<file path="src/hdl/trbs_pkg.sv">
// ----------------------------------------------------------------------------
// trbs_pkg: shared constants and types for the thread scheduler
// Command and status codes, port widths and parameter defaults.
// ----------------------------------------------------------------------------
package trbs_pkg;

  localparam int DEF_QUEUE_DEPTH = 16;
  localparam int DEF_ID_WIDTH    = 8;

  localparam int CMD_W       = 3;
  localparam int ID_PORT_W   = 8;
  localparam int COUNT_PORT_W = 5;
  localparam int STATUS_W    = 2;

  typedef logic [CMD_W-1:0]    cmd_t;
  typedef logic [STATUS_W-1:0] status_t;

  localparam cmd_t CMD_ADD        = 3'd0;
  localparam cmd_t CMD_SCHED      = 3'd1;
  localparam cmd_t CMD_FINISH     = 3'd2;
  localparam cmd_t CMD_BLOCK      = 3'd3;
  localparam cmd_t CMD_NOTIFY     = 3'd4;
  localparam cmd_t CMD_NOTIFY_ALL = 3'd5;

  localparam status_t ST_OK    = 2'd0;
  localparam status_t ST_FULL  = 2'd1;
  localparam status_t ST_EMPTY = 2'd2;

endpackage

</file>
<file path="src/hdl/thread_ready_blocked_scheduler_top.sv">
// Sequence: start moves IDLE to EXEC; out_valid pulses in DONE. Add and refused commands
//   go straight to DONE, schedule or finish on a non-empty ready queue and notify pass POP
//   or MOVE first, block reruns EXEC as finish, and notify all loops MOVE back to EXEC.
// Throughput: one item at a time; busy drops the cycle after the strobe. A sequencer
//   drives registered reads of the two queue memories. The receiver cannot stall.
// Reset (rst_n low, synchronous): both queues empty, idle thread running.
// ----------------------------------------------------------------------------
// thread_ready_blocked_scheduler_top: round-robin thread scheduler
// Ready FIFO, blocked FIFO and running id, driven by a small sequencer.
// ----------------------------------------------------------------------------
module thread_ready_blocked_scheduler_top #(
  parameter int QUEUE_DEPTH = trbs_pkg::DEF_QUEUE_DEPTH,
  parameter int ID_WIDTH    = trbs_pkg::DEF_ID_WIDTH
) (
  input  logic                               clk,
  input  logic                               rst_n,
  input  logic                               start,
  output logic                               busy,
  input  trbs_pkg::cmd_t                     in_command,
  input  logic [trbs_pkg::ID_PORT_W-1:0]     in_thread_id,
  output logic                               out_valid,
  output logic [trbs_pkg::ID_PORT_W-1:0]     out_running_id,
  output logic [trbs_pkg::COUNT_PORT_W-1:0]  out_ready_count,
  output logic [trbs_pkg::COUNT_PORT_W-1:0]  out_blocked_count,
  output trbs_pkg::status_t                  out_status
);

  localparam int PTR_W = $clog2(QUEUE_DEPTH);
  localparam int CNT_W = $clog2(QUEUE_DEPTH + 1);
  localparam int SUM_W = CNT_W + 1;

  localparam logic [2:0] S_IDLE = 3'd0;
  localparam logic [2:0] S_EXEC = 3'd1;
  localparam logic [2:0] S_POP  = 3'd2;
  localparam logic [2:0] S_MOVE = 3'd3;
  localparam logic [2:0] S_DONE = 3'd4;

  logic [2:0]          state_r, state_nxt;
  trbs_pkg::cmd_t      cmd_r, cmd_nxt;
  logic [ID_WIDTH-1:0] tid_r, tid_nxt;
  trbs_pkg::status_t   status_r, status_nxt;
  logic [ID_WIDTH-1:0] current_r, current_nxt;
  logic [ID_WIDTH-1:0] prev_r, prev_nxt;
  logic                keep_r, keep_nxt;

  logic [PTR_W-1:0]    ready_head_r, ready_head_nxt;
  logic [CNT_W-1:0]    ready_fill_r, ready_fill_nxt;
  logic [PTR_W-1:0]    blocked_head_r, blocked_head_nxt;
  logic [CNT_W-1:0]    blocked_fill_r, blocked_fill_nxt;

  logic [ID_WIDTH-1:0] ready_mem [0:QUEUE_DEPTH-1];
  logic [ID_WIDTH-1:0] blocked_mem [0:QUEUE_DEPTH-1];
  logic [ID_WIDTH-1:0] ready_rdata_r, blocked_rdata_r;

  logic                ready_we, blocked_we;
  logic [ID_WIDTH-1:0] ready_wdata, blocked_wdata;
  logic [SUM_W-1:0]    ready_sum, blocked_sum;
  logic [PTR_W-1:0]    ready_tail, blocked_tail;
  logic [PTR_W-1:0]    ready_head_inc, blocked_head_inc;
  logic                ready_full, blocked_full;

  // tail = head + fill, wrapped once
  assign ready_sum    = SUM_W'(ready_head_r) + SUM_W'(ready_fill_r);
  assign blocked_sum  = SUM_W'(blocked_head_r) + SUM_W'(blocked_fill_r);
  assign ready_tail   = (ready_sum >= SUM_W'(QUEUE_DEPTH)) ?
                        PTR_W'(ready_sum - SUM_W'(QUEUE_DEPTH)) : PTR_W'(ready_sum);
  assign blocked_tail = (blocked_sum >= SUM_W'(QUEUE_DEPTH)) ?
                        PTR_W'(blocked_sum - SUM_W'(QUEUE_DEPTH)) : PTR_W'(blocked_sum);

  assign ready_head_inc   = (ready_head_r == PTR_W'(QUEUE_DEPTH - 1)) ?
                            '0 : ready_head_r + PTR_W'(1);
  assign blocked_head_inc = (blocked_head_r == PTR_W'(QUEUE_DEPTH - 1)) ?
                            '0 : blocked_head_r + PTR_W'(1);

  assign ready_full   = (ready_fill_r == CNT_W'(QUEUE_DEPTH));
  assign blocked_full = (blocked_fill_r == CNT_W'(QUEUE_DEPTH));

  always_comb begin
    state_nxt        = state_r;
    cmd_nxt          = cmd_r;
    tid_nxt          = tid_r;
    status_nxt       = status_r;
    current_nxt      = current_r;
    prev_nxt         = prev_r;
    keep_nxt         = keep_r;
    ready_head_nxt   = ready_head_r;
    ready_fill_nxt   = ready_fill_r;
    blocked_head_nxt = blocked_head_r;
    blocked_fill_nxt = blocked_fill_r;
    ready_we         = 1'b0;
    ready_wdata      = prev_r;
    blocked_we       = 1'b0;
    blocked_wdata    = current_r;

    case (state_r)
      S_IDLE: begin
        if (start) begin
          cmd_nxt    = in_command;
          tid_nxt    = ID_WIDTH'(in_thread_id);
          status_nxt = trbs_pkg::ST_OK;
          state_nxt  = S_EXEC;
        end
      end
      S_EXEC: begin
        state_nxt = S_DONE;
        case (cmd_r)
          trbs_pkg::CMD_ADD: begin
            if (ready_full) begin
              status_nxt = trbs_pkg::ST_FULL;
            end else begin
              ready_we       = 1'b1;
              ready_wdata    = tid_r;
              ready_fill_nxt = ready_fill_r + CNT_W'(1);
            end
          end
          trbs_pkg::CMD_SCHED, trbs_pkg::CMD_FINISH: begin
            if (ready_fill_r == '0) begin
              current_nxt = '0;
            end else begin
              // front read issued now, data lands for the pop state
              ready_head_nxt = ready_head_inc;
              ready_fill_nxt = ready_fill_r - CNT_W'(1);
              keep_nxt       = (cmd_r == trbs_pkg::CMD_SCHED) && (current_r != '0);
              prev_nxt       = current_r;
              state_nxt      = S_POP;
            end
          end
          trbs_pkg::CMD_BLOCK: begin
            if (blocked_full) begin
              status_nxt = trbs_pkg::ST_FULL;
            end else begin
              blocked_we       = 1'b1;
              blocked_fill_nxt = blocked_fill_r + CNT_W'(1);
              // continue as finish: schedule without putting it back
              cmd_nxt          = trbs_pkg::CMD_FINISH;
              state_nxt        = S_EXEC;
            end
          end
          trbs_pkg::CMD_NOTIFY, trbs_pkg::CMD_NOTIFY_ALL: begin
            if (blocked_fill_r == '0) begin
              status_nxt = (cmd_r == trbs_pkg::CMD_NOTIFY) ?
                           trbs_pkg::ST_EMPTY : trbs_pkg::ST_OK;
            end else if (ready_full) begin
              status_nxt = trbs_pkg::ST_FULL;
            end else begin
              blocked_head_nxt = blocked_head_inc;
              blocked_fill_nxt = blocked_fill_r - CNT_W'(1);
              state_nxt        = S_MOVE;
            end
          end
          default: begin
          end
        endcase
      end
      S_POP: begin
        current_nxt = ready_rdata_r;
        if (keep_r) begin
          ready_we       = 1'b1;
          ready_fill_nxt = ready_fill_r + CNT_W'(1);
        end
        state_nxt = S_DONE;
      end
      S_MOVE: begin
        ready_we       = 1'b1;
        ready_wdata    = blocked_rdata_r;
        ready_fill_nxt = ready_fill_r + CNT_W'(1);
        // notify all loops back until blocked empties or ready fills
        state_nxt      = (cmd_r == trbs_pkg::CMD_NOTIFY_ALL) ? S_EXEC : S_DONE;
      end
      S_DONE: begin
        state_nxt = S_IDLE;
      end
      default: begin
        state_nxt = S_IDLE;
      end
    endcase
  end

  always_ff @(posedge clk) begin
    if (!rst_n) begin
      state_r        <= S_IDLE;
      current_r      <= '0;
      keep_r         <= 1'b0;
      ready_head_r   <= '0;
      ready_fill_r   <= '0;
      blocked_head_r <= '0;
      blocked_fill_r <= '0;
    end else begin
      state_r        <= state_nxt;
      current_r      <= current_nxt;
      keep_r         <= keep_nxt;
      ready_head_r   <= ready_head_nxt;
      ready_fill_r   <= ready_fill_nxt;
      blocked_head_r <= blocked_head_nxt;
      blocked_fill_r <= blocked_fill_nxt;
    end
  end

  always_ff @(posedge clk) begin
    cmd_r    <= cmd_nxt;
    tid_r    <= tid_nxt;
    status_r <= status_nxt;
    prev_r   <= prev_nxt;
  end

  // queue memories: one write port at the tail, registered read at the head
  always_ff @(posedge clk) begin
    if (ready_we) begin
      ready_mem[ready_tail] <= ready_wdata;
    end
    ready_rdata_r <= ready_mem[ready_head_r];
  end

  always_ff @(posedge clk) begin
    if (blocked_we) begin
      blocked_mem[blocked_tail] <= blocked_wdata;
    end
    blocked_rdata_r <= blocked_mem[blocked_head_r];
  end

  assign busy              = (state_r != S_IDLE);
  assign out_valid         = (state_r == S_DONE);
  assign out_running_id    = trbs_pkg::ID_PORT_W'(current_r);
  assign out_ready_count   = trbs_pkg::COUNT_PORT_W'(ready_fill_r);
  assign out_blocked_count = trbs_pkg::COUNT_PORT_W'(blocked_fill_r);
  assign out_status        = status_r;

endmodule

</file>
<file path="config.mk">
export PLATFORM = sky130hd
export DESIGN_NAME = thread_ready_blocked_scheduler_top
export DESIGN_NICKNAME = d
export VERILOG_FILES = /design/src/hdl/trbs_pkg.sv /design/src/hdl/thread_ready_blocked_scheduler_top.sv
export SDC_FILE = /design/constraint.sdc
export NUM_CORES = 1
export LEC_CHECK = 0
export BUFFER_PORTS_ARGS = -buffer_cell sky130_fd_sc_hd__buf_2
export CAP_MARGIN = 20
export CORE_ASPECT_RATIO = 1.2
export CORE_MARGIN = 5
export CORE_UTILIZATION = 44
export CTS_CLUSTER_SIZE = 14
export DETAILED_ROUTE_END_ITERATION = 7
export RECOVER_POWER = 50
export SETUP_SLACK_MARGIN = 0.5
export SLEW_MARGIN = 20
export SYNTH_ARGS = -nofsm -noshare
export SYNTH_HDL_FRONTEND = slang
export SYNTH_SLANG_ARGS = --single-unit
</file>
<file path="constraint.sdc">
create_clock -name clk -period 2.61 [get_ports clk]
set_clock_uncertainty 0.1 [all_clocks]
set_input_delay 0.3915 -clock clk [delete_from_list [all_inputs] [get_ports clk]]
set_output_delay 0.3915 -clock clk [all_outputs]
set_load 0.01 [all_outputs]
</file>
==> results of run 1 <==
[worst register-to-register path, stage by stage, from the launching register on]
cell and delay [ns]:
dfxtp_1 0.42, nor4_1 0.88, a21oi_4 0.14, nand4_1 0.13
clkbuf_2 0.29, nor2_4 0.08, buf_12 0.15
[power by group through the flow]
stage | clock, mW | sequential, mW | combinational (mW)
2_1_floorplan | 0 | 6.00 | 1.01
3_3_place_gp | 0 | 6.02 | 1.45
3_5_place_dp | 0 | 6.02 | 1.48
4_1_cts | 4.51 | 5.92 | 1.63
5_1_grt | 4.74 | 5.92 | 1.88
6_report | 4.43 | 5.91 | 1.74
[synthesized netlist by cell type (5+ instances only)]
master and number:
a22oi_1 9, xnor2_1 13, dfxtp_1 46, o21ai_0 8
edfxtp_1 277, buf_2 12, nor3_1 5, and2_1 8
a222oi_1 8, mux4_2 64, xor2_1 5, a21oi_1 27
mux2i_1 26, a211oi_1 18, nor2_1 42, nand2b_1 6
nand2_1 30, ha_1 14, nor2b_1 34, clkbuf_1 21
nand3_1 5, inv_1 20
[state kept, by name (all words and copies together), names as in the netlist, 3 cells and up]
name / count
cmd_r: 3
state_r: 3
out_ready_count: 5
ready_mem: 128
blocked_mem: 128
out_blocked_count: 5
blocked_rdata_r: 8
blocked_head_r: 4
ready_rdata_r: 8
ready_head_r: 4
out_running_id: 8
prev_r: 8
tid_r: 8
[cell families after synthesis]
| family | Yosys count | synth area share, % |
|---|---|---|
| mux | 91 | 13.1 |
| simple gates | 156 | 6.55 |
| compound gates | 93 | 4.98 |
| flops | 323 | 70.5 |
| xor+xnor | 18 | 1.20 |
| fa+ha+maj | 17 | 1.79 |
| buf+inv | 60 | 1.93 |
[final cells by class]
type	instances	area share, %
inverters	20	0.532
flip-flops and latches	323	57.8
well taps	390	3.05
clock buffers	45	5.55
repair inverters	3	0.141
repair buffers	128	6.46
clock inverters	13	0.836
multi-input cells	375	25.6
[metrics by stage]
| step | total power, mW | setup WS (ns) | TNS [ns] | cells | util, % |
|---|---|---|---|---|---|
| floorplan | 7.01 | 0.168 | 0 | 758 | - |
| global placement | 7.46 | 0.0870 | 0 | 1190 | 48.2 |
| detailed placement | 7.50 | -0.0183 | -0.330 | 1190 | 48.2 |
| CTS | 12.1 | 0.161 | 0 | 1272 | 52.9 |
| global route | 12.5 | 0.0346 | 0 | 1297 | 54.2 |
| finish | 12.1 | 0.154 | 0 | 1297 | 54.2 |
[repair_timing]
action,CTS,global route
pin swaps,15,39
setup buffers,12,23
endpoints found under the setup margin,414,429
resized for setup,37,59
hold buffers,11,0
gates cloned,1,2
hold endpoints to repair,11,0
[final timing paths]
check	from	end	slack [ns]	cells past startpoint
hold / removal	start	state_r[1]	0.14	3
setup / recovery	out_blocked_count[1]	blocked_mem[7][6]	0.15	6
hold reg to reg	ready_rdata_r[6]	out_running_id[6]	0.39	2
setup reg to reg	out_blocked_count[1]	blocked_mem[7][6]	0.15	6
[layer usage]
layer  vias up  share of wire [%]
met4         0                2.6
met1      3809                 40
met5         -                  0
met2       182                 54
li1       3244                  -
met3        43                4.0
==> metrics.md, run 1 <==
| Metric | Value |
|---|---|
| Outcome | `finished, final reports clean` |
| EDFF count, synth | `277` |
| Initial Util | `44.4%` |
| Ys flop type | `edfxtp_1` |
| Async set-reset flop share out of synthesis | `0%` |
| Initial antenna violation count | `1` |
| Vias in the first global route | `7570` |
| Post-DP HPWL | `19700 um` |
| Clk network pwr share | `36.7%` |
| Delay-heaviest family, CP | `simple AND/OR/NAND/NOR gates` |
| RSZ-0062 raised after global routing | `true` |
| Internal power | `9.11 mW` |
| Leading cell type in the layout, fill and taps excluded | `edfxtp_1` |
| Peak Freq | `407 MHz` |
| Critical path startpoint category | `flip-flop` |
| Ranking of synthesized cells by area | `edfxtp_1 (63%), mux4_2 (11%), dfxtp_1 (7.0%), mux2i_1 (2.0%), nor2b_1 (1.6%)` |
| ANT nets after route | `0` |
| Final setup viols | `0` |
| Met3 Use GR | `2.00%` |
| Sw frac | `24.6%` |
| DIE AREA | `33400 um2` |
| Syn avg cell area | `17.3 um2` |
| Hold Fails Final Rpt | `0` |
| Crit path DAT | `2.66 ns` |
| Pin slew with the least headroom to its limit | `0.985 ns` |
| # fillers | `2375` |
| Vias/cell | `5.61` |
| Clock Pin Slew Worst Setup and Hold Paths | `0.07 ns` |
| Netlist Area Pre-Place | `13100 um2` |
| WP data required | `2.81 ns` |
| Vias | `7278` |
| Share of layout cells above drive strength 1 | `31.3%` |
| Largest net degree at the start of global routing | `37` |
| ANT cells | `0` |
| Hold Slack | `0.145 ns` |
| Number of I/O port buffers | `35` |
| Hold Crit Class | `primary input to flip-flop` |
| Peak VDD IR | `635 uV` |
| First-pass GRT wire length | `45300 um` |
| GR peak layer | `met2` |
| CP max-delay cell | `nor4_1` |
| Yosys warns | `0` |
| Initial DRC count | `553` |
| Delay of the slowest cell on the worst path | `0.88 ns` |
| Fin crit share | `94.1%` |
| Die width | `168 um` |
| Comb pwr share | `14.4%` |
| Multi-input gate area | `4100 um2` |
| Lkg Pwr | `5.17 nW` |
| Met1 Usage GRT | `22.3%` |
| Clk root buf | `clkbuf_16` |
| H-tree levels | `1` |
| Placed Instance Area | `14200 um2` |
| Synth area leader | `edfxtp_1` |
| GPL Wtd Cong | `0.815` |
| Bufs and invs on worst path | `2` |
| Register area share after synthesis | `70.5%` |
| Setup crit end kind | `flip-flop` |
| Routed wire length | `30400 um` |
| FF+latch count, synth | `323` |
| Max_slew headroom | `33.7%` |
| Vert. Die Dim | `199 um` |
| Row cnt | `69` |
| DRC | `0` |
| Share of the synthesized area in the top cell type | `63.5%` |
| Num CTS Buffers | `31` |
| Total Routing Usage GR | `17.8%` |
| FF+latch area | `9260 um2` |
| Net Count, Synth | `789` |
| Latest clock arrival within the worst-skew pair | `0.57 ns` |
| Max Slew Vio Count | `0` |
| Met2 Resource Use GR | `32.6%` |
| Sw Pwr | `2.97 mW` |
| Fin crit period | `2.46 ns` |
| Core ar. | `29500 um2` |
| Nets | `913` |
| Drt first pass iters | `5` |
| Yosys cell types | `58` |
| Instance count of the mapped netlist | `758` |
| Fin area | `16000 um2` |
| Critical-path maximum fanout | `8` |
| Most frequent cells in the layout | `edfxtp_1 (277), mux4_2 (64), dfxtp_1 (41)` |
| TritonCTS Sinks | `323` |
| Sequential share of power | `48.9%` |
| Max Cap Viol | `0` |
| I/O pin cnt | `36` |
| Crit Path Category | `flip-flop to flip-flop` |
| CTS max path bufs | `3` |
| Cell Pwr Density | `755 nW/um2` |
| Area Overhead vs Synth | `22.1%` |
| DR WL/cell | `23.5 um` |
| Remaining Overflow, GRT | `0` |
| CTS tree | `built` |
| Critical-path cell list | `nor4_1 > a21oi_4 > nand4_1 > clkbuf_2 > nor2_4 > buf_12` |
No activity file was read; power rests on OpenSTA's default activity.
==> run 2: changes to the inputs <==
- CORE_UTILIZATION: 44 -> 50
- PLACE_DENSITY: not set -> 0.69
- SLEW_MARGIN: 20 -> 30
==> metrics.md, run 2 (synthesis results as in run 1) <==
| Metric | Value |
|---|---|
| CP max-delay cell | `or3b_1 (was nor4_1)` |
| DRC | `0 (unchanged)` |
| Bufs and invs on worst path | `3 (was 2)` |
| Setup crit end kind | `flip-flop (unchanged)` |
| Post-DP HPWL | `17900 um (was 19700 um)` |
| Max Cap Viol | `0 (unchanged)` |
| First-pass GRT wire length | `44500 um (was 45300 um)` |
| Hold Crit Class | `primary input to flip-flop (unchanged)` |
| H-tree levels | `1 (unchanged)` |
| Pin slew with the least headroom to its limit | `0.805 ns (was 0.985 ns)` |
| I/O pin cnt | `36 (unchanged)` |
| Die width | `158 um (was 168 um)` |
| CTS max path bufs | `3 (unchanged)` |
| CTS tree | `built (unchanged)` |
| Number of I/O port buffers | `35 (unchanged)` |
| Most frequent cells in the layout | `edfxtp_1 (277), mux4_2 (64), dfxtp_1 (40) (was edfxtp_1 (277), mux4_2 (64), dfxtp_1 (41))` |
| RSZ-0062 raised after global routing | `true (unchanged)` |
| DR WL/cell | `23.7 um (was 23.5 um)` |
| Largest net degree at the start of global routing | `37 (unchanged)` |
| Final setup viols | `0 (unchanged)` |
| Num CTS Buffers | `31 (unchanged)` |
| Vias/cell | `5.80 (was 5.61)` |
| Vert. Die Dim | `187 um (was 199 um)` |
| Initial DRC count | `575 (was 553)` |
| Final core utilization | `61.7% (was 54.2%)` |
| R2R Path End | `blocked_mem[1][6] (was blocked_mem[7][6])` |
| R2r worst-path depth | `7 (was 6)` |
| Cell Pwr Density | `765 nW/um2 (was 755 nW/um2)` |
| Critical-path maximum fanout | `11 (was 8)` |
| Critical path startpoint category | `flip-flop (unchanged)` |
| TritonCTS Sinks | `323 (unchanged)` |
| Fin crit period | `2.47 ns (was 2.46 ns)` |
| Delay-heaviest family, CP | `buffers and inverters (was simple AND/OR/NAND/NOR gates)` |
| Clk root buf | `clkbuf_16 (unchanged)` |
| Regs by FF count | `blocked_mem (128), ready_mem (128) (unchanged)` |
| Latest clock arrival within the worst-skew pair | `0.58 ns (was 0.57 ns)` |
| Total Routing Usage GR | `19.7% (was 17.8%)` |
| Area Overhead vs Synth | `22.9% (was 22.1%)` |
| Initial Util | `50.2% (was 44.4%)` |
| WP data required | `2.76 ns (was 2.81 ns)` |
| Critical-path cell list | `or3b_1 > clkbuf_1 > a21oi_4 > nand4b_1 > buf_6 > nor2_4 > clkbuf_2 (was nor4_1 > a21oi_4 > nand4_1 > clkbuf_2 > nor2_4 > buf_12)` |
| Delay of the slowest cell on the worst path | `0.43 ns (was 0.88 ns)` |
| RR Startpoint | `state_r[2] (was out_blocked_count[1])` |
| DIE AREA | `29600 um2 (was 33400 um2)` |
| Drt first pass iters | `5 (unchanged)` |
| R2R setup slack | `0.14 ns (was 0.15 ns)` |
| Max_slew headroom | `46.3% (was 33.7%)` |
| Lkg Pwr | `5.26 nW (was 5.17 nW)` |
| Clock Pin Slew Worst Setup and Hold Paths | `0.06 ns (was 0.07 ns)` |
| Min-Delay Endpoint | `cmd_r[0] (was state_r[1])` |
| ANT nets after route | `0 (unchanged)` |
| Row cnt | `65 (was 69)` |
| Remaining Overflow, GRT | `0 (unchanged)` |
| Fin crit share | `94.7% (was 94.1%)` |
| Worst hold path cell count | `2 (was 3)` |
| Peak VDD IR | `718 uV (was 635 uV)` |
| Nets | `917 (was 913)` |
| Hold Fails Final Rpt | `0 (unchanged)` |
| Vias | `7220 (was 7278)` |
| Routed wire length | `29500 um (was 30400 um)` |
| ANT cells | `0 (unchanged)` |
| Leading cell type in the layout, fill and taps excluded | `edfxtp_1 (unchanged)` |
| Setup TNS | `0 ns (unchanged)` |
| Crit path DAT | `2.62 ns (was 2.66 ns)` |
| GPL Wtd Cong | `0.830 (was 0.815)` |
| Outcome | `finished, final reports clean (unchanged)` |
| Share of layout cells above drive strength 1 | `32.5% (was 31.3%)` |
| Hold_sp | `in_command[0] (was start)` |
| Vias in the first global route | `7497 (was 7570)` |
| Crit Path Category | `flip-flop to flip-flop (unchanged)` |
| Core ar. | `26100 um2 (was 29500 um2)` |
| Max Slew Vio Count | `0 (unchanged)` |
| Initial antenna violation count | `0 (was 1)` |
| Peak Freq | `405 MHz (was 407 MHz)` |
run 2: how the worst max path moves through the flow:
| stage | start | end | slack, ns | cells past startpoint |
|---|---|---|---|---|
| floorplan | cmd_r[0] | ready_mem[0][0] | 0.17 | 6 |
| global placement | out_ready_count[0] | ready_mem[4][5] | 0.13 | 8 |
| detailed placement | out_ready_count[0] | ready_mem[5][5] | 0.06 | 8 |
| CTS | out_ready_count[0] | ready_mem[9][5] | 0.28 | 10 |
| global route | state_r[0] | prev_r[0] | 0.07 | 5 |
| finish | state_r[2] | blocked_mem[1][6] | 0.14 | 7 |
run 2: repair_timing:
| action | 4_1_cts | 5_1_grt |
|---|---|---|
| endpoints found under the setup margin | 432 | 398 |
| hold endpoints to repair | 10 | 0 |
| hold buffers | 10 | 0 |
| resized for setup | 78 | 49 |
| buffers inserted | 40 | 9 |
| pin swaps | 36 | 33 |
| gates cloned | 3 | 1 |
run 2: through the flow:
step	hold slack, ns	cells	setup slack, ns	instance area [um2]	power (mW)
after detailed placement	0.402	1125	0.0638	14100	7.43
final	0.0268	1245	0.140	16100	12.3
after CTS	0.00319	1235	0.283	16100	12.3
after floorplan	0.379	758	0.168	13400	7.01
after global placement	0.382	1125	0.127	14100	7.37
after global routing	0.0295	1245	0.0740	16100	12.8
run 2: layout make-up:
type                            count  area (um2)
Timing Repair Buffer              132        1170
Multi-Input combinational cell    375        4070
Timing Repair inverter              3        22.5
Sequential cell                   323        9250
Fill cell                        1798       10000
Clock inverter                     16         228
Tap cell                          335         419
Inverter                           20        87.6
Clock buffer                       41         853
run 2: per-layer routing:
metal	global-route usage (%)	routed length [um]	part of all wire, %
met1	26.7	11900	40
met2	33.7	15400	52
met3	2.57	1460	5.0
met4	5.36	709	2.4
met5	0	0	0
run 2: power by group:
part           switching, mW  leakage (nW)  internal [mW]
clock network           1.90         0.529           2.80
logic                  0.950          1.82          0.725
registers              0.137          2.92           5.80
total                   2.99          5.26           9.33
run 2: worst reg2reg max path, delay by kind of cell, from the launching register on:
family,cells,cell delay (ns)
buffers and inverters,3,0.78
AND/OR/NAND/NOR,3,0.63
flip-flops,1,0.36
AO/OA/AOI/OAI,1,0.27
==> run 3: changes to the inputs <==
- PLACE_DENSITY: 0.69 -> not set
- PLACE_DENSITY_LB_ADDON: not set -> 0.3
==> metrics.md, run 3 (synthesis results as in run 1) <==
| Metric | Value |
|---|---|
| H-tree levels | `1 (unchanged)` |
| Hold Fails Final Rpt | `0 (unchanged)` |
| Setup ws final | `0.187 ns (was 0.140 ns)` |
| Initial DRC count | `643 (was 575)` |
| Crit. Startpoint | `state_r[0] (was state_r[2])` |
| Vias in the first global route | `7213 (was 7497)` |
| Initial antenna violation count | `0 (unchanged)` |
| First-pass GRT wire length | `42300 um (was 44500 um)` |
| Setup crit end kind | `flip-flop (unchanged)` |
| RSZ-0062 raised after global routing | `true (unchanged)` |
| Clk network pwr share | `36.3% (was 38.2%)` |
| Share of layout cells above drive strength 1 | `33.2% (was 32.5%)` |
| Critical-path maximum fanout | `8 (was 11)` |
| R2r worst-path depth | `6 (was 7)` |
| Nets | `930 (was 917)` |
| GPL Wtd Cong | `0.849 (was 0.830)` |
| Fin crit share | `92.8% (was 94.7%)` |
| Vias/cell | `5.75 (was 5.80)` |
| Crit path DAT | `2.58 ns (was 2.62 ns)` |
| Lkg Pwr | `5.33 nW (was 5.26 nW)` |
| Total Routing Usage GR | `18.7% (was 19.7%)` |
| Most frequent cells in the layout | `edfxtp_1 (277), mux4_2 (64), buf_4 (47) (was edfxtp_1 (277), mux4_2 (64), dfxtp_1 (40))` |
| Sw Pwr | `2.86 mW (was 2.99 mW)` |
| Leading cell type in the layout, fill and taps excluded | `edfxtp_1 (unchanged)` |
| # fillers | `1822 (was 1798)` |
| Non-filler cells in the finished layout | `1258 (was 1245)` |
| R2R setup slack | `0.19 ns (was 0.14 ns)` |
| ANT cells | `0 (unchanged)` |
| Delay of the slowest cell on the worst path | `0.48 ns (was 0.43 ns)` |
| Clk root buf | `clkbuf_16 (unchanged)` |
| Remaining Overflow, GRT | `0 (unchanged)` |
| Pin slew with the least headroom to its limit | `0.815 ns (was 0.805 ns)` |
| DP Cell Count | `1132 (was 1125)` |
| Routed wire length | `29200 um (was 29500 um)` |
| Number of I/O port buffers | `35 (unchanged)` |
| Internal power | `9.11 mW (was 9.33 mW)` |
| Largest net degree at the start of global routing | `37 (unchanged)` |
| Num CTS Buffers | `30 (was 31)` |
| DIE AREA | `29600 um2 (unchanged)` |
| Final setup viols | `0 (unchanged)` |
| Vert. Die Dim | `187 um (unchanged)` |
| RR Startpoint | `state_r[0] (was state_r[2])` |
| WP data required | `2.77 ns (was 2.76 ns)` |
| DR WL/cell | `23.2 um (was 23.7 um)` |
| Crit path capture | `ready_mem[12][2] (was blocked_mem[1][6])` |
| I/O pin cnt | `36 (unchanged)` |
| Max Cap Viol | `0 (unchanged)` |
| Total chip power | `12.0 mW (was 12.3 mW)` |
| Sequential share of power | `49.4% (was 48.2%)` |
| DRC | `0 (unchanged)` |
| Comb pwr share | `14.3% (was 13.6%)` |
| ANT nets after route | `0 (unchanged)` |
| Cell Pwr Density | `738 nW/um2 (was 765 nW/um2)` |
| Row cnt | `65 (unchanged)` |
| R2R Path End | `ready_mem[12][2] (was blocked_mem[1][6])` |
| Worst hold path cell count | `2 (unchanged)` |
| Vias | `7230 (was 7220)` |
| CP max-delay cell | `or3b_4 (was or3b_1)` |
| Fin crit period | `2.42 ns (was 2.47 ns)` |
| Post-DP HPWL | `17700 um (was 17900 um)` |
| Peak VDD IR | `659 uV (was 718 uV)` |
| Latest clock arrival within the worst-skew pair | `0.55 ns (was 0.58 ns)` |
| Core ar. | `26100 um2 (unchanged)` |
| Sw frac | `23.9% (was 24.3%)` |
| Die width | `158 um (unchanged)` |
| Max_slew headroom | `45.6% (was 46.3%)` |
| CTS tree | `built (unchanged)` |
| Dpl ws | `-0.196 ns (was 0.0638 ns)` |
| Outcome | `finished, final reports clean (unchanged)` |
| Crit Path Category | `flip-flop to flip-flop (unchanged)` |
| Hold Crit Class | `primary input to flip-flop (unchanged)` |
| CTS max path bufs | `3 (unchanged)` |
| Area Overhead vs Synth | `23.6% (was 22.9%)` |
| Peak Freq | `413 MHz (was 405 MHz)` |
| Regs by FF count | `blocked_mem (128), ready_mem (128) (unchanged)` |
| Max Slew Vio Count | `0 (unchanged)` |
| TritonCTS Sinks | `323 (unchanged)` |
| Drt first pass iters | `5 (unchanged)` |
| Initial Util | `50.2% (unchanged)` |
| Critical-path cell list | `or3b_1 > nor3_4 > o21bai_4 > or3b_4 > nor2_4 > buf_12 (was or3b_1 > clkbuf_1 > a21oi_4 > nand4b_1 > buf_6 > nor2_4 > clkbuf_2)` |
| Clock Pin Slew Worst Setup and Hold Paths | `0.06 ns (about the same)` |
| Critical path startpoint category | `flip-flop (unchanged)` |
[run 3: metal layers]
layer	share of wire (%)	GRT usage [%]
met1	39	23.9
met5	0	0
met4	2.3	4.93
met2	54	33.2
met3	4.5	2.66
[run 3: area by class of cell]
cell class / instances / area, um2 / share of cell area (%)
Clock inverter: 12 / 120 / 0.741
Multi-Input combinational cell: 375 / 4080 / 25.2
Tap cell: 335 / 419 / 2.59
Inverter: 20 / 82.6 / 0.510
Timing Repair Buffer: 146 / 1350 / 8.35
Sequential cell: 323 / 9250 / 57.1
Clock buffer: 44 / 883 / 5.45
Timing Repair inverter: 3 / 22.5 / 0.139
[run 3: power by group through the flow]
| stage | clock network [mW] | logic (mW) | registers (mW) |
|---|---|---|---|
| 6_report | 4.35 | 1.71 | 5.91 |
| 5_1_grt | 4.63 | 1.85 | 5.93 |
| 4_1_cts | 4.42 | 1.48 | 5.92 |
| 3_5_place_dp | 0 | 1.38 | 6.03 |
| 3_3_place_gp | 0 | 1.34 | 6.03 |
| 2_1_floorplan | 0 | 1.01 | 6.00 |
[run 3: worst min-delay path by stage]
stage / slack, ns / start / to
after global routing: 0.03 / in_command[0] / cmd_r[0]
after global placement: 0.38 / ready_rdata_r[0] / out_running_id[0]
after detailed placement: 0.39 / ready_rdata_r[3] / out_running_id[3]
after floorplan: 0.38 / ready_rdata_r[0] / out_running_id[0]
final: 0.04 / in_command[0] / cmd_r[0]
after CTS: 0.02 / in_command[0] / cmd_r[0]
[run 3: through the flow]
step / TNS, ns / hold WS, ns / instance area [um2] / util (%)
2_1_floorplan: 0 / 0.379 / 13400 / -
3_3_place_gp: -0.00606 / 0.381 / 14100 / 54.2
3_5_place_dp: -17.11 / 0.393 / 14100 / 54.2
4_1_cts: 0 / 0.0185 / 15600 / 59.6
5_1_grt: 0 / 0.0312 / 16200 / 62.1
6_report: 0 / 0.0381 / 16200 / 62.1
[run 3: worst max-delay path, delay by kind of cell, from the launching register on]
family / cells / cell delay [ns]
and+or+nand+nor: 4 / 1.30
DFF: 1 / 0.42
AOI/OAI and AO/OA: 1 / 0.17
buffers and inverters: 1 / 0.15
[run 3: repair_timing]
item                                    4_1_cts  5_1_grt
cloned                                        0        3
pin swaps                                    20       35
setup buffers                                20       38
hold buffers                                  9        0
resized for setup                            16       81
endpoints found under the setup margin      421      425
hold endpoints to repair                      9        0
